File: src/hw/rtl/blsc_pkg.sv
package blsc_pkg;

  // Extra bits of the error term over the coordinate width (sign plus 2x headroom)
  localparam int ERR_GUARD_BITS = 3;

endpackage

File: src/hw/rtl/blsc_if.sv
// Request channel: one line segment
interface blsc_in_if #(
  parameter int COORD_BITS = 12
);
  logic                         valid;
  logic                         ready;
  logic signed [COORD_BITS-1:0] x_start;
  logic signed [COORD_BITS-1:0] y_start;
  logic signed [COORD_BITS-1:0] x_end;
  logic signed [COORD_BITS-1:0] y_end;

  modport source (output valid, output x_start, output y_start, output x_end,
                  output y_end, input ready);
  modport sink   (input valid, input x_start, input y_start, input x_end,
                  input y_end, output ready);
endinterface

// Result channel: stair count of one segment
interface blsc_out_if #(
  parameter int COORD_BITS = 12
);
  logic                  valid;
  logic                  ready;
  logic [COORD_BITS:0]   stair_count;

  modport source (output valid, output stair_count, input ready);
  modport sink   (input valid, input stair_count, output ready);
endinterface

File: src/hw/rtl/bresenham_line_stair_count_top.sv
// Channel  Dir  Payload                               Handshake
// in_i     in   x_start, y_start, x_end, y_end        valid/ready
// out_o    out  stair_count                           valid/ready
//
// A request is taken only while the sequencer is idle; absolute deltas are
// formed in that cycle, the next cycle orders them and seeds the error term.
// The error loop then runs major delta + 1 iterations, one per cycle; no new
// request is taken until the last iteration is done.
// A result waits in the output register; the last iteration holds while it
// is still occupied. Reset is asynchronous, active low, and clears control.
module bresenham_line_stair_count_top #(
  parameter int COORD_BITS = 12
) (
  input  logic       clk_i,
  input  logic       rst_ni,
  blsc_in_if.sink    in_i,
  blsc_out_if.source out_o
);
  import blsc_pkg::*;

  localparam int DW = COORD_BITS;
  localparam int CW = COORD_BITS + 1;
  localparam int EW = COORD_BITS + ERR_GUARD_BITS;

  typedef enum logic [1:0] {
    ST_IDLE,
    ST_SETUP,
    ST_RUN
  } state_e;

  state_e               state_q;
  logic [DW-1:0]        major_q;
  logic [DW-1:0]        minor_q;
  logic signed [EW-1:0] err_q;
  logic [CW-1:0]        step_q;
  logic [CW-1:0]        stair_q;
  logic                 out_valid_q;
  logic [CW-1:0]        out_count_q;

  // Absolute deltas of the incoming request
  logic signed [DW:0] diff_x;
  logic signed [DW:0] diff_y;
  logic [DW:0]        abs_x;
  logic [DW:0]        abs_y;

  assign diff_x = $signed({in_i.x_end[DW-1], in_i.x_end})
                - $signed({in_i.x_start[DW-1], in_i.x_start});
  assign diff_y = $signed({in_i.y_end[DW-1], in_i.y_end})
                - $signed({in_i.y_start[DW-1], in_i.y_start});
  assign abs_x  = diff_x[DW] ? (~diff_x + 1'b1) : diff_x;
  assign abs_y  = diff_y[DW] ? (~diff_y + 1'b1) : diff_y;

  // Order the deltas and seed the error term
  logic                 swap;
  logic [DW-1:0]        major_sel;
  logic [DW-1:0]        minor_sel;
  logic signed [EW-1:0] err_init;

  assign swap      = minor_q > major_q;
  assign major_sel = swap ? minor_q : major_q;
  assign minor_sel = swap ? major_q : minor_q;
  assign err_init  = $signed({{(EW-DW-1){1'b0}}, minor_sel, 1'b0})
                   - $signed({{(EW-DW){1'b0}}, major_sel});

  // One error iteration: subtract on a stair, then add the minor step if negative
  logic signed [EW-1:0] two_major;
  logic signed [EW-1:0] two_minor;
  logic                 stair_hit;
  logic signed [EW-1:0] err_sub;
  logic signed [EW-1:0] err_d;
  logic [CW-1:0]        stair_d;
  logic                 last_step;
  logic                 advance;

  assign two_major = $signed({{(EW-DW-1){1'b0}}, major_q, 1'b0});
  assign two_minor = $signed({{(EW-DW-1){1'b0}}, minor_q, 1'b0});
  assign stair_hit = ~err_q[EW-1];
  assign err_sub   = stair_hit ? (err_q - two_major) : err_q;
  assign err_d     = err_sub[EW-1] ? (err_sub + two_minor) : err_sub;
  assign stair_d   = stair_q + CW'(stair_hit);
  assign last_step = step_q == {1'b0, major_q};
  assign advance   = ~last_step | ~out_valid_q | out_o.ready;

  assign in_i.ready        = state_q == ST_IDLE;
  assign out_o.valid       = out_valid_q;
  assign out_o.stair_count = out_count_q;

  // Hold payload registers without reset
  always_ff @(posedge clk_i) begin
    case (state_q)
      ST_IDLE: begin
        if (in_i.valid) begin
          major_q <= abs_x[DW-1:0];
          minor_q <= abs_y[DW-1:0];
        end
      end
      ST_SETUP: begin
        major_q <= major_sel;
        minor_q <= minor_sel;
        err_q   <= err_init;
        stair_q <= '0;
      end
      ST_RUN: begin
        if (advance) begin
          err_q   <= err_d;
          stair_q <= stair_d;
        end
      end
      default: begin
        err_q <= err_q;
      end
    endcase
    if (state_q == ST_RUN && advance && last_step) begin
      out_count_q <= stair_d;
    end
  end

  // Sequence the request and hold the output register
  always_ff @(posedge clk_i or negedge rst_ni) begin
    if (!rst_ni) begin
      state_q     <= ST_IDLE;
      step_q      <= '0;
      out_valid_q <= 1'b0;
    end else begin
      if (out_valid_q && out_o.ready) begin
        out_valid_q <= 1'b0;
      end
      case (state_q)
        ST_IDLE: begin
          if (in_i.valid) begin
            state_q <= ST_SETUP;
          end
        end
        ST_SETUP: begin
          step_q  <= '0;
          state_q <= ST_RUN;
        end
        ST_RUN: begin
          if (advance) begin
            step_q <= step_q + 1'b1;
            if (last_step) begin
              out_valid_q <= 1'b1;
              state_q     <= ST_IDLE;
            end
          end
        end
        default: begin
          state_q <= ST_IDLE;
        end
      endcase
    end
  end

endmodule

File: src/flat_wrapper.sv
// flat-port wrapper written by rule: the top's interface ports become plain ports
module bresenham_line_stair_count_top_flat import blsc_pkg::*;
#(
  parameter int COORD_BITS = 12
)
  (clk_i, rst_ni, in_i_valid, in_i_x_start, in_i_y_start, in_i_x_end, in_i_y_end, in_i_ready, out_o_valid, out_o_stair_count, out_o_ready);
  blsc_in_if #(.COORD_BITS(COORD_BITS)) in_i_i ();
  blsc_out_if #(.COORD_BITS(COORD_BITS)) out_o_i ();
  input  logic clk_i;
  input  logic rst_ni;
  input wire logic [$bits(in_i_i.valid)-1:0] in_i_valid;
  input wire logic [$bits(in_i_i.x_start)-1:0] in_i_x_start;
  input wire logic [$bits(in_i_i.y_start)-1:0] in_i_y_start;
  input wire logic [$bits(in_i_i.x_end)-1:0] in_i_x_end;
  input wire logic [$bits(in_i_i.y_end)-1:0] in_i_y_end;
  output wire logic [$bits(in_i_i.ready)-1:0] in_i_ready;
  output wire logic [$bits(out_o_i.valid)-1:0] out_o_valid;
  output wire logic [$bits(out_o_i.stair_count)-1:0] out_o_stair_count;
  input wire logic [$bits(out_o_i.ready)-1:0] out_o_ready;
  assign in_i_i.valid = in_i_valid;
  assign in_i_i.x_start = in_i_x_start;
  assign in_i_i.y_start = in_i_y_start;
  assign in_i_i.x_end = in_i_x_end;
  assign in_i_i.y_end = in_i_y_end;
  assign in_i_ready = in_i_i.ready;
  assign out_o_valid = out_o_i.valid;
  assign out_o_stair_count = out_o_i.stair_count;
  assign out_o_i.ready = out_o_ready;
  bresenham_line_stair_count_top #(.COORD_BITS(COORD_BITS)) u_core (.clk_i(clk_i), .rst_ni(rst_ni), .in_i(in_i_i), .out_o(out_o_i));
endmodule
File: config.mk
export PLATFORM = sky130hd
export DESIGN_NAME = bresenham_line_stair_count_top_flat
export DESIGN_NICKNAME = d
export VERILOG_FILES = /design/src/hw/rtl/blsc_pkg.sv /design/src/hw/rtl/blsc_if.sv /design/src/hw/rtl/bresenham_line_stair_count_top.sv /design/src/flat_wrapper.sv
export SDC_FILE = /design/constraint.sdc
export NUM_CORES = 1
export LEC_CHECK = 0
export ABC_AREA = 1
export BUFFER_PORTS_ARGS = -buffer_cell sky130_fd_sc_hd__buf_2
export CAP_MARGIN = 20
export CORE_ASPECT_RATIO = 1.4
export CORE_UTILIZATION = 40
export DETAILED_ROUTE_END_ITERATION = 16
export SLEW_MARGIN = 20
export SYNTH_ARGS = -nofsm -noshare
export SYNTH_HDL_FRONTEND = slang
export SYNTH_SLANG_ARGS = --single-unit
File: constraint.sdc
create_clock -name clk_i -period 8.1 [get_ports clk_i]
set_clock_uncertainty 0.05 [all_clocks]
set_input_delay 0.81 -clock clk_i [delete_from_list [all_inputs] [get_ports clk_i]]
set_output_delay 0.81 -clock clk_i [all_outputs]
set_load 0.05 [all_outputs]
-- Word-level counts from Yosys, hierarchy flattened
Cells that the tools add are included.
- register bits after elaboration: 81
- input port bits: 52
- output and inout bits: 15
- logic and storage cells: 64
- $add $sub $neg: 9
- $lt $le $gt $ge: 1
- equal/unequal tests: 6
- multiplexer cells: 24
- bitwise operators: 7
- reductions and logical operators: 9
- operators by type and width (cell ; count):
    two-way mux 12 bit ; 6
    one-hot mux 13 bit (2 select lines) ; 2
    one-hot mux 12 bit (2 select lines) ; 2
    two-way mux 15 bit ; 3
    one-hot mux 15 bit (2 select lines) ; 1
    two-way mux 13 bit ; 2
    subtractor 12 x 12 -> 13 bit ; 2
    adder 12 x 1 -> 12 bit (second input constant) ; 2
    inverter 12 bit ; 2
    adder 15 x 14 -> 15 bit ; 1
    subtractor 15 x 14 -> 15 bit ; 1
    subtractor 13 x 12 -> 14 bit ; 1
    adder 13 x 1 -> 13 bit ; 1
    adder 13 x 1 -> 13 bit (second input constant) ; 1
    equality test 13 x 12 -> 1 bit ; 1
    greater-than comparator 12 bit ; 1
    two-way mux 2 bit ; 3
    one-hot mux 2 bit (3 select lines) ; 1
    two-way mux 1 bit ; 4
    != test 2 x 1 -> 1 bit (second input constant) ; 2
    AND reduction 2 bit ; 2
    nonzero test 2 bit ; 2
    logical AND 1 bit ; 3
    inverter 1 bit ; 3
    6 further kinds ; 7

-- Longest topological paths before layout
Gate-level depths: netlist of run 1.
- word-level depth: 6
- depth in mapped cells: 24
- gate-level depth less buffers: 24

-- Worst setup path before layout of run 1
No wires, ideal clock.
- path kind: register -> register
- start point: register u_core.major_q[0]
- end point: register u_core.err_q[10], data pin
- setup time: 0.253 ns
- arrival: 2.836 ns
- data required time: 7.797 ns
- slack: 4.961 ns
- cell stages (with the launch flop): 17
- period minus slack after synthesis: 3.139 ns
- cells stage by stage: edfxtp_1 ha_1 fa_1 o31ai_1 a21oi_1 o21ai_0 nand2_1 ha_1 a21oi_1 a21boi_0 o21ai_0 nand2_1 nand2_1 xor2_1 nand2_1 nand3_1 nand2_1
- word-level cells in the longest chain between the ends: 6
- elaborated cells between the ends (all ways): 10
- RTL lines (what ; line ; RTL):
    start, declared ; bresenham_line_stair_count_top.sv:32 ; logic [DW-1:0] major_q;
    start signal, assigned ; bresenham_line_stair_count_top.sv:93 ; major_q <= abs_x[DW-1:0];
    start signal, assigned ; bresenham_line_stair_count_top.sv:98 ; major_q <= major_sel;
    subtractor 15 x 14 -> 15 bit ; bresenham_line_stair_count_top.sv:78 ; assign err_sub = stair_hit ? (err_q - two_major) : err_q;
    two-way mux 15 bit ; bresenham_line_stair_count_top.sv:78 ;
    adder 15 x 14 -> 15 bit ; bresenham_line_stair_count_top.sv:79 ; assign err_d = err_sub[EW-1] ? (err_sub + two_minor) : err_sub;
    two-way mux 15 bit ; bresenham_line_stair_count_top.sv:79 ;
    two-way mux 15 bit ; bresenham_line_stair_count_top.sv:104 ; if (advance) begin
    one-hot mux 15 bit (2 select lines) (*) ; bresenham_line_stair_count_top.sv:90 ; case (state_q)
    end signal, assigned ; bresenham_line_stair_count_top.sv:100 ; err_q <= err_init;
    end signal, assigned ; bresenham_line_stair_count_top.sv:105 ; err_q <= err_d;
    end signal, assigned ; bresenham_line_stair_count_top.sv:110 ; err_q <= err_q;
    end, declared ; bresenham_line_stair_count_top.sv:34 ; logic signed [EW-1:0] err_q;
Mark *: on every way between the ends. The rest lies on a longest branch, timed or not. The select of a mux whose other input is x is not followed.
A chain may end at the register's enable or synchronous reset.

-- Worst setup path in the final report of run 1
- start point: register u_core.major_q[4]
- end point: register u_core.err_q[14], data pin
Same word-level chain as after synthesis.

==> results of run 1 <==
==> sequential cells by signal, indices dropped and copies added (netlist names) <==
signal	cells
u_core.err_q	14
u_core.major_q	12
u_core.minor_q	12
u_core.out_o.stair_count	13
u_core.out_o.valid	1
u_core.stair_q	13
u_core.state_q	2
u_core.step_q	13
==> layout make-up <==
cell class	instances	area (um2)	area share
clock buffer	9	225.2	0.02450
multi-input combinational	901	5167	0.5622
timing repair buffer	71	367.9	0.04002
tap	256	320.3	0.03485
clock inverter	7	83.83	0.009121
sequential	80	2322	0.2527
inverter	187	704.4	0.07664
==> cells by family (layout without fill, tap and decap cells) <==
logic type | after synthesis | after routing | share of synthesized area
fa+ha+maj | 82 | 82 | 0.1277
compound gates | 178 | 178 | 0.1224
simple gates | 588 | 588 | 0.3137
buf+inv | 208 | 274 | 0.1014
flops | 80 | 80 | 0.2788
mux | 1 | 1 | 0.001202
xor+xnor | 52 | 52 | 0.05469
==> worst max-delay path: stages (launching register included) <==
cell and delay (ns):
edfxtp_1 0.47, inv_1 0.30, ha_1 0.30, nand2_1 0.06, nor2_1 0.04, and2_1 0.15, nand2_1 0.06, nand3_1 0.08
nand2_1 0.45, buf_4 0.37, o21ai_1 0.14, ha_1 0.38, nand2_1 0.12, nor4_1 0.29, nand3_1 0.11, nand2_1 0.13
nand2_1 0.08, nand2_1 0.06, nand2_1 0.06, nand2_1 0.09, o21ai_0 0.08
==> cells in the final DEF (no fill, tap or decap), types with 5 or more instances in the layout <==
master and count:
nor3_1 18, xnor2_1 9, edfxtp_1 64, o21ai_1 28, nand4_1 16, inv_2 7, ha_1 77, buf_2 66
o22ai_1 5, nand2_1 306, nand3_1 100, dfrtp_1 16, xor2_1 43, inv_1 178, o21ai_0 54, nand2_2 26
clkbuf_16 9, a31oi_1 8, nor2_1 87, o211ai_1 5, a21oi_1 49, fa_1 5, nor2_2 9, buf_4 5
a21oi_2 7
==> per-stage QoR <==
step	instances	worst slack (ns)
6_report	1511	3.964
5_1_grt	1511	3.681
4_1_cts	1511	4.048
3_5_place_dp	1495	4.084
3_3_place_gp	1495	4.135
2_1_floorplan	1189	4.961
==> routing by layer <==
metal  track usage  vias up  part of all wire
li1              -     4040                 -
met4       0.08829        0             0.038
met5             0        -                 0
met1        0.2208     3454              0.41
met3       0.02540       37             0.022
met2        0.4044      127              0.53
==> how the worst max path moves through the flow <==
stage / to / slack (ns) / cells after the start
3_5_place_dp: u_core.err_q[14]$_DFFE_PP_ / 4.08 / 20
6_report: u_core.err_q[14]$_DFFE_PP_ / 3.96 / 20
3_3_place_gp: u_core.err_q[14]$_DFFE_PP_ / 4.14 / 20
4_1_cts: u_core.err_q[14]$_DFFE_PP_ / 4.05 / 20
2_1_floorplan: u_core.err_q[10]$_DFFE_PP_ / 4.96 / 16
5_1_grt: u_core.err_q[10]$_DFFE_PP_ / 3.68 / 20
==> results_dict.tcl, run 1 <==
set metrics [dict create \
    status "completed" \
    setup_violations 0 \
    yosysMostFrequentCell "nand2_1" \
    holdWs_ns 0.3221 \
    async_flop_share 0.2000 \
    wire_per_inst_um 14.10 \
    vias_per_cell 5.068 \
    yosys-top-cells-area "edfxtp_1, nand2_1, ha_1" \
    crit_path_start_kind "flip-flop" \
    maxCapViolCount 0 \
    netlist_area_um2 8328 \
    start_util 0.4066 \
    ctsHoldBuffers 0 \
    criticalPathCategory "flip-flop to flip-flop" \
    htreeDepth 3 \
    timing.rr.start "u_core.major_q[4]$_DFFE_PP_" \
    reg2reg_to "u_core.err_q[14]$_DFFE_PP_" \
    ios 67 \
    fillers 2195 \
    clockRootBuffer "clkbuf_16" \
    grt_max_degree 44 \
    grt_pass1_vias 7543 \
    setup_tns_ns 0 \
    synthTopCellsByCount "nand2_1, inv_1, nand3_1, nor2_1, ha_1" \
    startpoint "u_core.major_q[4]$_DFFE_PP_" \
    dieArea_um2 21410 \
    cts.sinks 80 \
    drt-initial-drc-count 299 \
    synth_enable_flop_cells 64 \
    period_share 0.5106 \
    place_area_um2 8880 \
    vias 7658 \
    track_usage 0.2099 \
    seq_area_frac_synth 0.2788 \
    wl_mm 21.31 \
    synth_top_area_share 0.2308 \
    hold_path_class "input pin to async pin" \
    synth_cell_types 53 \
    syn_avg_cell_area_um2 7.004 \
    fmax_mhz 241.8 \
    antennaDiodeCount 0 \
    cts_resized 0 \
    dieHeight_um 172.7 \
    yosys_warnings 0 \
    worst_setup_path_end_kind "flip-flop" \
    fin_util 0.4488 \
    design_area_um2 9191 \
    clockBufferDepth 2 \
    clkTransAtPathRegs_ns 0.07 \
    syn_nets 1323 \
    yosys.area.top_type "edfxtp_1" \
    maxSlewViolCount 0 \
    syn_inst 1189 \
    area_growth_pct 10.37 \
    rsz0062_at_grt "false" \
    post-cts-setup-buffers 0 \
    dp_hpwl_mm 17.53 \
    worst_r2r_path_depth 20 \
    antenna_found_initial 0 \
    rows 62 \
    r2r_setup_slack_ns 3.96 \
    crit_fanout 28 \
    cts_buffers 9 \
    drive_above_1_share 0.1243 \
    final_nets 1384 \
    io_buffers 66 \
    dr.pass1.iters 5 \
    core_um2 20480 \
    drc 0 \
    slew_headroom 0.4129 \
    ys_ff_latch 80 \
    clock_latency_ns 0.35 \
    worstMarginPinSlew_ns 0.8786 \
    grt-ovfl-total 0 \
    place.gp.congestion 0.9437 \
    die_w_um 124.0 \
    fin_crit_ns 4.136 \
    ant_nets 0 \
    critPathRequiredTime_ns 8.14 \
    critPathArrivalTime_ns 4.17 \
    grt_pass1_wl_mm 35.05 \
    finalHoldViolations 0 \
    yosys_most_used_dff "edfxtp_1" \
    cts_tree "built" \
]
Power of run 1 is left out: the tool's default activity adds up to more than one toggle a clock period on the data nets, which glitch-free logic cannot reach.
==> run 2, diff against run 1 <==
--- a/config.mk
+++ b/config.mk
@@ -5,7 +5,7 @@
 export SDC_FILE = /design/constraint.sdc
 export NUM_CORES = 1
 export LEC_CHECK = 0
-export ABC_AREA = 1
+export ABC_AREA = 0
 export BUFFER_PORTS_ARGS = -buffer_cell sky130_fd_sc_hd__buf_2
 export CAP_MARGIN = 20
 export CORE_ASPECT_RATIO = 1.4
==> constraint.sdc (replaced) <==
create_clock -name clk_i -period 3.6 [get_ports clk_i]
set_clock_uncertainty 0.05 [all_clocks]
set_input_delay 0.36 -clock clk_i [delete_from_list [all_inputs] [get_ports clk_i]]
set_output_delay 0.36 -clock clk_i [all_outputs]
set_load 0.05 [all_outputs]
==> results_dict.tcl, run 2 <==
set metrics [dict create \
    synth_cell_types 63 \
    clock_latency_ns 0.35 \
    maxSlewViolCount 0 \
    reg2reg_to "u_core.err_q[11]$_DFFE_PP_" \
    hold_path_class "input pin to flip-flop" \
    htreeDepth 3 \
    setup_violations 12 \
    maxCapViolCount 0 \
    critPathArrivalTime_ns 4.25 \
    start_util 0.4086 \
    place.gp.congestion 0.8647 \
    die_w_um 118.5 \
    worst_setup_path_end_kind "flip-flop" \
    cpLargestDelayFamily "compound AO/OA/AOI/OAI gates" \
    holdWs_ns 0.1849 \
    regMostFlops "u_core.err_q" \
    io_buffers 66 \
    clockRootBuffer "clkbuf_16" \
    dr.pass1.iters 4 \
    hold_path.startpoint "in_i_valid" \
    whs_endpoint "u_core.state_q[0]$_DFFE_PN0P_" \
    syn_inst 871 \
    synth_top_area_share 0.2528 \
    area_growth_pct 33.09 \
    syn_avg_cell_area_um2 8.727 \
    clkTransAtPathRegs_ns 0.07 \
    clockBufferDepth 2 \
    path_cells "inv_2 > ha_4 > a21o_1 > a221o_1 > a221o_1 > o22a_4 > buf_12 > mux2_4 > ha_4 > a21o_1 > a21oi_2 > o21bai_1 > a221o_1 > a31oi_4 > o21ai_2 > xor2_1 > mux2_2" \
    cpPeakStageDelay_ns 0.40 \
    status "finished, violations left" \
    min_path_cells 2 \
    synth_enable_flop_cells 64 \
    antennaDiodeCount 0 \
    ant_nets 0 \
    rows 59 \
    fin_cells 1341 \
    dp_hpwl_mm 14.84 \
    grt_pass1_wl_mm 31.02 \
    ios 67 \
    cts_tree "built" \
    yosys.area.top_type "edfxtp_1" \
    largest_register_ffs 14 \
    critPathBufInv 2 \
    seq_area_frac_synth 0.3055 \
    finalHoldViolations 0 \
    cts.sinks 80 \
    timing.rr.start "u_core.major_q[5]$_DFFE_PP_" \
    dieHeight_um 165.1 \
    cts_buffers 9 \
    netlist_area_um2 7601 \
    yosys_warnings 0 \
    grt_pass1_vias 6660 \
    fillers 1707 \
    dieArea_um2 19570 \
    drc 0 \
    multi_input_comb_area_um2 5271 \
    fin_crit_ns 4.200 \
    worst_path_most_repeated_cell "a221o_1" \
    yosys_most_used_dff "edfxtp_1" \
    worstMarginPinSlew_ns 0.8119 \
    worst_r2r_path_depth 17 \
    core_um2 18600 \
    numPlacedInstances 1302 \
    violations "negative setup slack" \
    async_flop_share 0.2000 \
    grt-ovfl-total 0 \
    crit_fanout 5 \
    wire_per_inst_um 14.05 \
    criticalPathCategory "flip-flop to flip-flop" \
    antenna_found_initial 0 \
    vias 6884 \
    ys_ff_latch 80 \
    design_area_um2 10120 \
    fmax_mhz 238.1 \
    vias_per_cell 5.133 \
    drive_above_1_share 0.2944 \
    slew_headroom 0.4587 \
    ff_latch_area_um2 2322 \
    crit_path_start_kind "flip-flop" \
    rsz0062_at_grt "true" \
    cpMaxStageDelayCell "edfxtp_1" \
    track_usage 0.1981 \
    place_area_um2 9328 \
    worst_slack_ns -0.5995 \
    critPathRequiredTime_ns 3.65 \
    period_share 1.167 \
    wl_mm 18.84 \
    r2r_setup_slack_ns -0.60 \
    final_common_cell "buf_4" \
    grt_max_degree 32 \
    yosys-top-cells-area "edfxtp_1, ha_1, xnor2_1" \
    synthTopCellsByCount "nor2_1, a21oi_1, ha_1, edfxtp_1, nand2_1" \
    final_nets 1226 \
    drt-initial-drc-count 247 \
    yosysMostFrequentCell "nor2_1" \
    syn_nets 1005 \
    mostFrequentLayoutCells "buf_4, nor2_1, ha_1, buf_2" \
]
[run 2: cell count changes after synthesis, sizes merged, moves of 13 or more]
cell / change
mux2i: +22
nand2: -271
a21o: +14
mux2: +16
clkbuf: +13
nand3: -80
xnor2: +37
inv: -128
nand2b: +13
o21ai: -28
and2: +13
a21oi: +21
[run 2: per-stage QoR]
step	worst slack, ns	utilization	setup TNS, ns
2_1_floorplan	-0.5894	-	-2.863
3_3_place_gp	-0.5680	0.5014	-4.078
3_5_place_dp	-0.6130	0.5014	-4.506
4_1_cts	-0.5424	0.5383	-4.214
5_1_grt	-0.6956	0.5438	-6.136
6_report	-0.5995	0.5438	-4.640
[run 2: worst max path at each step]
stage	depth (start not counted)	slack (ns)	end	from
floorplan	18	-0.59	u_core.err_q[11]$_DFFE_PP_	u_core.minor_q[6]$_DFFE_PP_
global placement	17	-0.57	u_core.err_q[11]$_DFFE_PP_	u_core.major_q[5]$_DFFE_PP_
detailed placement	20	-0.61	u_core.err_q[12]$_DFFE_PP_	u_core.major_q[7]$_DFFE_PP_
CTS	17	-0.54	u_core.err_q[11]$_DFFE_PP_	u_core.major_q[5]$_DFFE_PP_
global route	17	-0.70	u_core.err_q[11]$_DFFE_PP_	u_core.major_q[5]$_DFFE_PP_
finish	17	-0.60	u_core.err_q[11]$_DFFE_PP_	u_core.major_q[5]$_DFFE_PP_
[run 2: area by class of cell]
| type | count | area share |
|---|---|---|
| sequential | 80 | 0.2296 |
| inverter | 59 | 0.02189 |
| multi-input combinational | 709 | 0.5211 |
| tap | 244 | 0.03018 |
| timing repair buffer | 233 | 0.1665 |
| clock buffer | 9 | 0.02226 |
| clock inverter | 7 | 0.008534 |
[run 2: routing by layer]
metal	global-route usage	up-vias	wire [um]
li1	-	3577	-
met1	0.2279	3166	8065
met2	0.3671	110	9618
met3	0.01683	31	393
met4	0.1024	0	764
met5	0	-	0
[run 2: worst reg2reg max path, delay by kind of cell, from the launching register on]
family | cells | cell delay (ns)
AOI/OAI and AO/OA | 10 | 2.09
muxes | 2 | 0.57
adders and majority gates | 2 | 0.46
DFF | 1 | 0.40
buffers and inverters | 2 | 0.24
xor gates and xnor gates | 1 | 0.15
[run 2: cell families after synthesis]
group	share of synthesized area
xor gates and xnor gates	0.1002
DFF	0.3055
AOI/OAI and AO/OA	0.1774
and+or+nand+nor	0.1822
muxes	0.05399
adders and majority gates	0.1399
buffers and inverters	0.04066
[run 2: what timing repair did]
item	in CTS	in global routing
cloned	2	0
setup endpoints to repair	11	12
buffers inserted	13	7
pin swaps	21	10
hold endpoints to repair	16	0
hold buffers	1	0
gates resized for setup	41	13
Power of run 2 is left out for the same reason.
==> run 3, diff against run 2 <==
--- a/config.mk
+++ b/config.mk
@@ -8,9 +8,14 @@
 export ABC_AREA = 0
 export BUFFER_PORTS_ARGS = -buffer_cell sky130_fd_sc_hd__buf_2
 export CAP_MARGIN = 20
+export CELL_PAD_IN_SITES_DETAIL_PLACEMENT = 1
+export CELL_PAD_IN_SITES_GLOBAL_PLACEMENT = 1
 export CORE_ASPECT_RATIO = 1.4
 export CORE_UTILIZATION = 40
+export CTS_CLUSTER_SIZE = 10
 export DETAILED_ROUTE_END_ITERATION = 16
+export PLACE_DENSITY_LB_ADDON = 0.1
+export SKIP_CTS_REPAIR_TIMING = 1
 export SLEW_MARGIN = 20
 export SYNTH_ARGS = -nofsm -noshare
 export SYNTH_HDL_FRONTEND = slang
==> results_dict.tcl, run 3 (synthesis gave the netlist of run 2 again) <==
set metrics [dict create \
    status "finished, violations left" \
    violations "negative setup slack" \
    maxCapViolCount 0 \
    cts_tree "built" \
    startpoint "u_core.major_q[5]$_DFFE_PP_" \
    rsz0062_at_grt "true" \
    cts.sinks 80 \
    ant_nets 0 \
    largest_register_ffs 14 \
    design_area_um2 9816 \
    clockRootBuffer "clkbuf_16" \
    track_usage 0.2343 \
    antenna_found_initial 0 \
    mostFrequentLayoutCells "buf_4, nor2_1, ha_1, a21oi_1, buf_2" \
    area_growth_pct 29.14 \
    dr.pass1.iters 4 \
    crit_fanout 8 \
    hold_path.startpoint "in_i_valid" \
    slew_headroom 0.4286 \
    setup_violations 11 \
    criticalPathCategory "flip-flop to flip-flop" \
    grt_pass1_wl_mm 36.67 \
    htreeDepth 3 \
    start_util 0.4086 \
    holdWs_ns 0.1935 \
    grt_pass1_vias 7746 \
    dieHeight_um 165.1 \
    clkTransAtPathRegs_ns 0.07 \
    worst_setup_path_end_kind "flip-flop" \
    fin_cells 1323 \
    final_common_cell "buf_4" \
    vias 7077 \
    io_buffers 66 \
    ios 67 \
    wire_per_inst_um 17.10 \
    clock_latency_ns 0.34 \
    wl_mm 22.62 \
    drive_above_1_share 0.2697 \
    place_area_um2 9293 \
    drt-initial-drc-count 230 \
    worstMarginPinSlew_ns 0.8570 \
    grt_max_degree 32 \
    critPathArrivalTime_ns 4.23 \
    core_um2 18600 \
    clockBufferDepth 2 \
    numPlacedInstances 1300 \
    drc 0 \
    cts_buffers 9 \
    critPathRequiredTime_ns 3.64 \
    crit_path_start_kind "flip-flop" \
    final_nets 1208 \
    place.gp.congestion 0.8401 \
    hold_path_class "input pin to flip-flop" \
    dp_hpwl_mm 18.53 \
    regMostFlops "u_core.err_q" \
    finalHoldViolations 0 \
    dieArea_um2 19570 \
    antennaDiodeCount 0 \
    rows 59 \
    period_share 1.166 \
    fmax_mhz 238.3 \
    worst_slack_ns -0.5966 \
    grt-ovfl-total 0 \
    vias_per_cell 5.349 \
    timing.rr.start "u_core.major_q[5]$_DFFE_PP_" \
    die_w_um 118.5 \
    maxSlewViolCount 0 \
    fin_crit_ns 4.197 \
    setup_tns_ns -4.709 \
]
-- run 3: changes by cell type in the layout (fill, tap and decap cells not counted), sizes merged --
cell and change:
bufbuf -1, o22a +1, bufinv +1, clkinv -1, buf -18
-- run 3: path summary, 6_finish.rpt --
| kind | to | slack (ns) | cells after the start |
|---|---|---|---|
| setup / recovery | u_core.err_q[11]$_DFFE_PP_ | -0.60 | 15 |
| hold / removal | u_core.state_q[0]$_DFFE_PN0P_ | 0.19 | 2 |
| setup reg to reg | u_core.err_q[11]$_DFFE_PP_ | -0.60 | 15 |
| hold reg to reg | u_core.step_q[11]$_DFFE_PN0P_ | 0.49 | 1 |
| max in group asynchronous | u_core.step_q[8]$_DFFE_PN0P_ | 2.81 | 2 |
| min in group asynchronous | u_core.step_q[2]$_DFFE_PN0P_ | 0.42 | 2 |
-- run 3: layer usage --
metal | up-vias | part of all wire | GRT usage
met4 | 0 | 0.021 | 0.07365
met2 | 79 | 0.57 | 0.4912
met5 | - | 0 | 0
met1 | 3430 | 0.39 | 0.2429
met3 | 23 | 0.011 | 0.01717
li1 | 3545 | - | -
-- run 3: critical path, cell delays in order (launching register included) --
cell	delay, ns
edfxtp_1	0.42
inv_2	0.12
ha_4	0.21
a21o_1	0.15
a221o_1	0.31
a221o_1	0.38
o22a_4	0.30
mux2_4	0.34
ha_4	0.24
a21o_1	0.20
a21o_1	0.19
a221o_1	0.37
a31oi_2	0.19
o21ai_2	0.08
xor2_1	0.14
mux2_4	0.26
-- run 3: cell type report --
class | instances | area (um2)
Timing Repair Buffer | 214 | 1448
Tap cell | 244 | 305.3
Inverter | 59 | 221.5
Fill cell | 2286 | 8787
Clock buffer | 9 | 225.2
Clock inverter | 7 | 107.6
Sequential cell | 80 | 2322
Multi-Input combinational cell | 710 | 5186
-- run 3: metrics by stage --
| step | setup slack [ns] | utilization |
|---|---|---|
| after floorplan | -0.5894 | - |
| after global placement | -0.6516 | 0.4993 |
| after detailed placement | -0.8611 | 0.4995 |
| after CTS | -0.9440 | 0.5174 |
| after global routing | -0.6955 | 0.5276 |
| final | -0.5966 | 0.5276 |
Power of run 3 is left out for the same reason.
